<file path="config.mk">
export PLATFORM = sky130hd
export DESIGN_NAME = rsbst_prep
export DESIGN_NICKNAME = d
export VERILOG_FILES = /design/src/design/rsbst_pkg.sv /design/src/design/rsbst_prep.sv
export SDC_FILE = /design/constraint.sdc
export NUM_CORES = 1
export LEC_CHECK = 0
export BUFFER_PORTS_ARGS = -buffer_cell sky130_fd_sc_hd__buf_2
export CAP_MARGIN = 20
export CORE_AREA = 2 2 308 310
export DETAILED_ROUTE_END_ITERATION = 10
export DIE_AREA = 0 0 310 312
export SETUP_SLACK_MARGIN = 0.05
export SKIP_LAST_GASP = 1
export SLEW_MARGIN = 20
export SYNTH_ARGS = -nofsm -noshare
export SYNTH_HDL_FRONTEND = slang
export SYNTH_SLANG_ARGS = --single-unit
</file>
<file path="constraint.sdc">
create_clock -name clk -period 7.39 [get_ports clk]
set_input_delay 1.8475 -clock clk [delete_from_list [all_inputs] [get_ports clk]]
set_output_delay 1.8475 -clock clk [all_outputs]
set_load 0.005 [all_outputs]
</file>
<file path="src/design/rsbst_pkg.sv">
// Shared types and constants for the segment/box slab tester.
// No dependencies.
package rsbst_pkg;

	// Width of a t value and of its magnitude
	localparam int T_W       = 48;
	localparam int MAG_W     = T_W - 1;
	localparam int NUM_AXES  = 3;
	localparam int NUM_LANES = 2 * NUM_AXES;
	localparam int OUT_W     = 8;

	localparam logic [T_W-1:0] T_SAT_POS = {1'b0, {MAG_W{1'b1}}};
	localparam logic [T_W-1:0] T_SAT_NEG = {1'b1, {MAG_W{1'b0}}};

	// Per-axis flags for the zero-direction case
	typedef struct packed {
		logic zero;     // direction component is zero
		logic in_slab;  // origin lies within the slab
	} rsbst_axis_t;

	// Per-quotient control travelling with the divider
	typedef struct packed {
		logic neg;     // quotient is negative
		logic sat;     // quotient saturates
	} rsbst_qctl_t;

endpackage

</file>
<file path="src/design/rsbst_prep.sv">
// Front end: slab offsets, magnitudes, signs and saturation detect (two stages).
// Depends on rsbst_pkg.
module rsbst_prep #(
	parameter int COORD_WIDTH   = 32,
	parameter int FRACTION_BITS = 16
) (
	input  logic clk,
	input  logic en,
	input  logic [rsbst_pkg::NUM_AXES-1:0][COORD_WIDTH-1:0] origin,
	input  logic [rsbst_pkg::NUM_AXES-1:0][COORD_WIDTH-1:0] delta,
	input  logic [rsbst_pkg::NUM_AXES-1:0][COORD_WIDTH-1:0] box_min,
	input  logic [rsbst_pkg::NUM_AXES-1:0][COORD_WIDTH-1:0] box_max,
	output logic [rsbst_pkg::NUM_LANES-1:0][COORD_WIDTH:0]  num_mag,
	output logic [rsbst_pkg::NUM_LANES-1:0][COORD_WIDTH-1:0] den_mag,
	output rsbst_pkg::rsbst_qctl_t [rsbst_pkg::NUM_LANES-1:0] qctl,
	output rsbst_pkg::rsbst_axis_t [rsbst_pkg::NUM_AXES-1:0]  flags
);

	localparam int CW      = COORD_WIDTH;
	localparam int SAT_SHR = rsbst_pkg::MAG_W - FRACTION_BITS;

	logic [rsbst_pkg::NUM_LANES-1:0][CW:0]   diff_s1;
	logic [rsbst_pkg::NUM_AXES-1:0][CW-1:0]  den_s1;
	rsbst_pkg::rsbst_axis_t [rsbst_pkg::NUM_AXES-1:0] flags_s1;

	logic [rsbst_pkg::NUM_LANES-1:0][CW:0]   nmag_c;
	logic [rsbst_pkg::NUM_LANES-1:0][CW-1:0] dmag_c;
	rsbst_pkg::rsbst_qctl_t [rsbst_pkg::NUM_LANES-1:0] qctl_c;

	logic [rsbst_pkg::NUM_LANES-1:0][CW:0]   nmag_s2;
	logic [rsbst_pkg::NUM_LANES-1:0][CW-1:0] dmag_s2;
	rsbst_pkg::rsbst_qctl_t [rsbst_pkg::NUM_LANES-1:0] qctl_s2;
	rsbst_pkg::rsbst_axis_t [rsbst_pkg::NUM_AXES-1:0]  flags_s2;

	// Stage 1: offsets of both slab planes from the origin, slab membership
	always_ff @(posedge clk) begin
		if (en) begin
			for (int a = 0; a < rsbst_pkg::NUM_AXES; a++) begin
				diff_s1[2*a]   <= $signed({box_min[a][CW-1], box_min[a]})
					- $signed({origin[a][CW-1], origin[a]});
				diff_s1[2*a+1] <= $signed({box_max[a][CW-1], box_max[a]})
					- $signed({origin[a][CW-1], origin[a]});
				den_s1[a]         <= delta[a];
				flags_s1[a].zero  <= (delta[a] == '0);
				flags_s1[a].in_slab <= ($signed(origin[a]) >= $signed(box_min[a]))
					&& ($signed(origin[a]) <= $signed(box_max[a]));
			end
		end
	end

	// Magnitudes, quotient sign and saturation test
	always_comb begin
		for (int l = 0; l < rsbst_pkg::NUM_LANES; l++) begin
			nmag_c[l] = diff_s1[l][CW] ? (~diff_s1[l] + 1'b1) : diff_s1[l];
			dmag_c[l] = den_s1[l/2][CW-1] ? (~den_s1[l/2] + 1'b1) : den_s1[l/2];
			qctl_c[l].neg = diff_s1[l][CW] ^ den_s1[l/2][CW-1];
			// whole part >= 2^(47-FB) exactly when (n >> (47-FB)) >= d
			qctl_c[l].sat = (nmag_c[l] >> SAT_SHR) >= {1'b0, dmag_c[l]};
		end
	end

	// Stage 2
	always_ff @(posedge clk) begin
		if (en) begin
			nmag_s2  <= nmag_c;
			dmag_s2  <= dmag_c;
			qctl_s2  <= qctl_c;
			flags_s2 <= flags_s1;
		end
	end

	assign num_mag = nmag_s2;
	assign den_mag = dmag_s2;
	assign qctl    = qctl_s2;
	assign flags   = flags_s2;

endmodule

</file>
==> summary.md, run 1 <==
| Metric | Value |
|---|---|
| Status | `finished clean` |
| Hold slack | `0.420 ns` |
| Setup TNS | `0 ns` |
| CTS Hold Bufs | `0` |
| Die height | `312 um` |
| DRT Wirelength | `117000 um` |
| Worst setup SP type | `primary input` |
| Avg Inst Size Synth | `11.0 um^2` |
| Top-area cell type share of the netlist area | `50.1%` |
| DRC Markers | `0` |
| Largest net degree at the start of global routing | `156` |
| Worst Tran Pin Value | `1.04 ns` |
| Final period util | `64.9%` |
| Antenna-violating nets left | `0` |
| Dpl hpwl | `93800 um` |
| Vias in the first global route | `27000` |
| Critical path's slowest cell | `o41ai_1` |
| Mapped Area | `36700 um^2` |
| H-tree levels | `3` |
| Slowest stage delay, CP | `0.73 ns` |
| Crit-path leading delay family | `compound AO/OA/AOI/OAI gates` |
| Max-cap violations | `0` |
| Max IR drop VDD | `0.161 mV` |
| Power per cell area | `246 nW/um^2` |
| Final min period | `4.80 ns` |
| Fin util | `47.1%` |
| Resized Gates After CTS | `0` |
| Clock root cell | `clkbuf_16` |
| Post-synth EDFFs | `612` |
| GRT Total Usage | `23.3%` |
| Share of layout cells above drive strength 1 | `23.3%` |
| CP cell instances | `buf_2 -> ha_1 -> fa_1 -> nor2b_1 -> o21bai_1 -> and3_1 -> o41ai_1 -> a221oi_1 -> o311ai_0 -> buf_4 -> a21boi_0 -> o21ai_0 -> xnor2_1` |
| Gate Count Post-Synth | `3328` |
| CP endpoint kind | `flip-flop` |
| Clk_lat worst skew | `0.64 ns` |
| Setup-failing EPs final | `0` |
| Max clock buf depth | `3` |
| Total grt overflow | `0` |
| Leakage dissipation | `17.6 nW` |
| Port Buffers | `793` |
| Top cell type by total area after synthesis | `edfxtp_1` |
| Drt wl/cell | `21.8 um` |
| Tot Pwr | `10.8 mW` |
| Distinct cells, synth | `81` |
| Final #Nets | `4644` |
| Top cells by area, synth | `edfxtp_1 (50%), xnor2_1 (8.5%), ha_1 (7.5%)` |
| Synth async-reset ratio | `0%` |
| Routed via count | `28500` |
| FF+latch area | `18400 um^2` |
| First-pass GRT wire length | `169000 um` |
| Core Rows | `112` |
| Fill count | `8784` |
| Area growth syn-to-layout | `19.3%` |
| Register area share after synthesis | `50.1%` |
| Postcts setup bufs | `0` |
| Area of the multi-input gates | `16600 um^2` |
| Syn. warnings | `0` |
| # IOs | `794` |
| First-pass detailed-route iteration total | `6` |
| CTS tree | `yes` |
| Crit path buf inv count | `2` |
| CP Max Fanout | `3` |
| Post-DR vias/cell | `5.32` |
| Crit path required time | `7.76 ns` |
| Top_reg_cell synth | `edfxtp_1` |
| Sink Count | `612` |
| CP arrival | `5.16 ns` |
| RSZ-0062 raised after global routing | `no` |
| Final hold vios | `0` |
| Clock Pin Slew Worst Setup and Hold Paths | `0.06 ns` |
| DP Area | `41400 um^2` |
| Syn nets | `3939` |
| Design Area, Final | `43800 um^2` |
| Max Transition Viols Final | `0` |
| Setup Skew | `0.0263 ns` |
| Peak Freq | `208 MHz` |
| Die X | `310 um` |
| Register bit total from synthesis | `612` |
| Max_slew headroom | `30.5%` |
| Initial Utilization | `39.5%` |
| GP Congestion | `0.901` |
| Die ar. | `96700 um^2` |
| HP Class | `reg -> reg` |
| Initial DRC count | `2230` |
| Total clock buffers created by CTS | `73` |
| CORE AREA | `93000 um^2` |
| Initial antenna violation count | `19` |
| CP Class | `in -> reg` |
-- power breakdown --
part,switching [mW],total [mW],internal (mW)
Sequential,0.362,4.87,4.50
Combinational,1.28,2.28,1.01
Clock,1.48,3.64,2.16
Total,3.12,10.8,7.67
-- metal layers --
metal | track usage [%] | routed length [um] | vias up
met2 | 38.2 | 55000 | 992
met3 | 4.95 | 8440 | 184
met5 | 0 | 69 | -
li1 | - | - | 13700
met4 | 7.87 | 3470 | 10
met1 | 30.6 | 49700 | 13600
-- cells in the final DEF (no fill, tap or decap), types with 8 or more instances in the layout --
cell / instances
a211o_1: 8
a211oi_1: 13
a21boi_0: 11
a21o_1: 85
a21oi_1: 208
a31oi_1: 14
and2_1: 9
and3_1: 20
buf_2: 792
bufinv_16: 9
clkbuf_1: 15
clkbuf_16: 74
clkinv_1: 12
clkinv_2: 14
diode_2: 13
edfxtp_1: 612
ha_1: 219
inv_1: 185
nand2_1: 224
nand2b_1: 61
nand3_1: 65
nand4_1: 50
nor2_1: 139
nor2b_1: 42
nor3_1: 57
nor4_1: 59
o211ai_1: 20
o21a_1: 30
o21ai_0: 189
o21bai_1: 29
o31a_1: 8
o31ai_1: 70
o41ai_1: 38
or2_2: 19
or3_1: 52
or4_1: 40
xnor2_1: 355
xor2_1: 88
-- flip-flops by register name, summed over array words and instances, names as in the netlist --
name	count
flags_s1	6
den_s1	96
qctl	12
num_mag	198
diff_s1	198
den_mag	96
flags	6
-- worst register-to-register path, cell delays in order (launching register included) --
cell and delay, ns:
edfxtp_1 0.42, or4_1 0.62, nor4_1 0.38, nand2_1 0.22, or4_1 0.64, or3_1 0.45, or2_2 0.33, nor4b_1 0.59
ha_1 0.34, a21oi_1 0.12, nor2_1 0.05
-- final cells by class --
| class | count | area share, % |
|---|---|---|
| sequential | 612 | 41.9 |
| multi-input combinational | 2355 | 37.9 |
| timing repair buffer | 806 | 9.45 |
| clock buffer | 89 | 4.35 |
| tap | 1254 | 3.58 |
| inverter | 185 | 1.58 |
| clock inverter | 45 | 1.11 |
| antenna | 13 | 0.0742 |
-- metrics by stage --
stage	instances	setup slack, ns
after floorplan	3328	2.44
after global placement	5210	2.12
after detailed placement	5210	1.95
after CTS	5344	2.63
after global routing	5355	2.31
final	5359	2.59
-- Yosys cell counts, drive strengths merged, types with 30 or more instances --
| library cell | instances |
|---|---|
| edfxtp | 612 |
| xnor2 | 355 |
| nand2 | 224 |
| ha | 219 |
| a21oi | 208 |
| o21ai | 192 |
| inv | 185 |
| nor2 | 139 |
| buf | 100 |
| xor2 | 88 |
| a21o | 85 |
| clkbuf | 76 |
| o31ai | 71 |
| nand3 | 66 |
| nand2b | 61 |
| nor4 | 60 |
| nor3 | 59 |
| or3 | 54 |
| nand4 | 50 |
| nor2b | 42 |
| or4 | 40 |
| o41ai | 39 |
| o21a | 30 |
-- worst paths after layout --
check          startpoint      endpoint  slack (ns)  cells after the start
max            origin[32]  diff_s1[125]        2.59                     13
min           flags_s1[5]      flags[5]        0.42                      0
max reg2reg  diff_s1[107]       qctl[6]        2.99                     10
min reg2reg   flags_s1[5]      flags[5]        0.42                      0
-- logic make-up (layout without fill, tap and decap cells) --
logic type      Yosys count  count (layout)  synth area share (%)
fa+ha+maj               225             225                  7.79
compound gates          801             801                  14.1
flops                   612             612                  50.1
other cells               0              13                     0
simple gates            878             878                  12.5
xor+xnor                443             443                  10.6
mux                       8               8                 0.225
buf+inv                 361            1125                  4.72
(Power assumes the default switching activity.)
==> inputs of run 2 (changes only) <==
==> constraint.sdc (replaced) <==
create_clock -name clk -period 4.3 [get_ports clk]
set_input_delay 1.075 -clock clk [delete_from_list [all_inputs] [get_ports clk]]
set_output_delay 1.075 -clock clk [all_outputs]
set_load 0.005 [all_outputs]
==> run 2 against run 1 <==
Compared with the run above:
- clock-buffer cell count decreased by 5
- global-route usage grew 0.26 points
- core utilization rose by 0.46 points
- final cell count grew 1.1%
- combinational power rose by 75%
- worst hold slack worse by 0.0037 ns
- total power increased by 71%
- sequential power rose by 72%
- critical path depth down 1
- first-iteration DRC count rose by 15%
- largest power group unchanged
==> summary.md, run 2 (synthesis gave the netlist of run 1 again) <==
| Metric | Value |
|---|---|
| Status | `finished clean` |
| Die ar. | `96700 um^2 (unchanged)` |
| CP cell instances | `or4_1 -> or4_1 -> or2_1 -> or3_1 -> or3_1 -> or3_1 -> o21ai_1 -> xor2_1 -> ha_1 -> nand2b_1 -> a21oi_1 -> nor2_1` |
| Max Transition Viols Final | `0 (unchanged)` |
| Final #Nets | `4705 (+1.3%)` |
| Dpl hpwl | `96100 um (+2.5%)` |
| CTS Hold Bufs | `0 (unchanged)` |
| CP Max Fanout | `4 (+1)` |
| GRT Total Usage | `23.6% (+0.26 points)` |
| CP most frequent cell | `or3_1` |
| HP Class | `reg -> reg` |
| Setup-failing EPs final | `0 (unchanged)` |
| Clk_lat worst skew | `0.63 ns (about the same)` |
| Leakage dissipation | `17.9 nW (+1.5%)` |
| Fin util | `47.5% (+0.46 points)` |
| DP Area | `41900 um^2 (+1.2%)` |
| Drt wl/cell | `21.9 um (+0.34%)` |
| Design Area, Final | `44200 um^2 (+0.97%)` |
| DRC Markers | `0 (unchanged)` |
| # IOs | `794 (unchanged)` |
| H-tree levels | `3 (unchanged)` |
| Slowest stage delay, CP | `0.60 ns (-0.13 ns)` |
| DRT Wirelength | `118000 um (+1.4%)` |
| CORE AREA | `93000 um^2 (unchanged)` |
| Tot Pwr | `18.5 mW (+71%)` |
| # placed instances | `5274 (+1.2%)` |
| Max IR drop VDD | `0.253 mV (+57%)` |
| Non-Filler Instances | `5418 (+1.1%)` |
| Crit path required time | `4.68 ns (-3.08 ns)` |
| Initial DRC count | `2565 (+15%)` |
| Setup Skew | `0.0194 ns (-0.00692 ns)` |
| Area growth syn-to-layout | `20.5%` |
| Max clock buf depth | `3 (unchanged)` |
| Peak Freq | `247 MHz` |
| Clock root cell | `clkbuf_16` |
| RSZ-0062 raised after global routing | `yes` |
| First-pass detailed-route iteration total | `6 (unchanged)` |
| Sink Count | `612 (unchanged)` |
| Final hold vios | `0 (unchanged)` |
| Most frequent cells in the layout | `buf_2 (792), edfxtp_1 (612), xnor2_1 (355), nand2_1 (224), ha_1 (219)` |
| GP Congestion | `0.941 (+4.4%)` |
| Power per cell area | `417 nW/um^2 (+70%)` |
| First-pass GRT wire length | `171000 um (+0.88%)` |
| Largest net degree at the start of global routing | `82 (-47%)` |
| Die height | `312 um (unchanged)` |
| Initial Utilization | `39.5% (unchanged)` |
| Clock Pin Slew Worst Setup and Hold Paths | `0.06 ns (about the same)` |
| Total clock buffers created by CTS | `72 (-1.4%)` |
| Max-cap violations | `0 (unchanged)` |
| Critical path's slowest cell | `or4_1` |
| Most common cell after layout, fill and taps aside | `buf_2` |
| Port Buffers | `793 (unchanged)` |
| Share of layout cells above drive strength 1 | `24.5% (+1.3 points)` |
| Final min period | `4.05 ns` |
| Initial antenna violation count | `25 (+6)` |
| Final period util | `94.3%` |
| Antenna-violating nets left | `0 (unchanged)` |
| Core Rows | `112 (unchanged)` |
| Post-DR vias/cell | `5.36 (+0.69%)` |
| CP endpoint kind | `flip-flop` |
| Max_slew headroom | `32.4% (+1.9 points)` |
| CP arrival | `4.43 ns (-0.73 ns)` |
| Routed via count | `29000 (+1.8%)` |
| Worst setup SP type | `flip-flop` |
| CP Class | `reg -> reg` |
| CTS tree | `yes` |
| Worst Tran Pin Value | `1.01 ns (-0.0284 ns)` |
| Hold slack | `0.416 ns (-0.00371 ns)` |
| Total grt overflow | `0 (unchanged)` |
| Vias in the first global route | `27300 (+0.84%)` |
| Die X | `310 um (unchanged)` |
## run 2: worst max-delay path: cells and delay by family (launching register included)
| kind | cells | cell delay [ns] |
|---|---|---|
| AND/OR/NAND/NOR | 8 | 2.61 |
| flip-flops | 1 | 0.41 |
| AO/OA/AOI/OAI | 2 | 0.32 |
| adder cells (fa/ha/maj) | 1 | 0.26 |
| XOR/XNOR | 1 | 0.21 |
## run 2: layer usage
metal	up-vias	track usage, %	routed length (um)
li1	13900	-	-
met5	-	0	58
met1	13900	31.4	50400
met4	10	7.39	3230
met2	1038	38.9	56100
met3	166	4.24	8530
## run 2: cell type report
cell class / count / area [um^2]
Multi-Input combinational cell: 2355 / 16600
Tap cell: 1254 / 1570
Timing Repair Buffer: 868 / 4620
Inverter: 185 / 694
Clock inverter: 46 / 463
Antenna cell: 14 / 35.0
Fill cell: 8798 / 48800
Clock buffer: 84 / 1850
Sequential cell: 612 / 18400
## run 2: stage by stage
step / setup slack, ns / TNS (ns)
after floorplan: 0.122 / 0
after global placement: 0.0581 / 0
after detailed placement: -0.0211 / -0.0211
after CTS: 0.125 / 0
after global routing: 0.0180 / 0
final: 0.247 / 0
## run 2: repair_timing
action / 4_1_cts / 5_1_grt
buffers inserted: 0 / 0
gates resized for setup: 0 / 6
setup endpoints to repair: 0 / 4
## run 2: report_power, final
group          leakage [nW]  total, mW  switching, mW  internal (mW)
Clock                  1.12       6.07           2.55           3.52
Sequential             6.00       8.40          0.662           7.74
Combinational          10.8       4.00           2.21           1.78
## run 2: path summary, 6_finish.rpt
| path | cells past startpoint | slack, ns | startpoint | end |
|---|---|---|---|---|
| max | 12 | 0.25 | diff_s1[82] | qctl[4] |
| min reg2reg | 0 | 0.42 | flags_s1[0] | flags[0] |
| min | 0 | 0.42 | flags_s1[0] | flags[0] |
| max reg2reg | 12 | 0.25 | diff_s1[82] | qctl[4] |
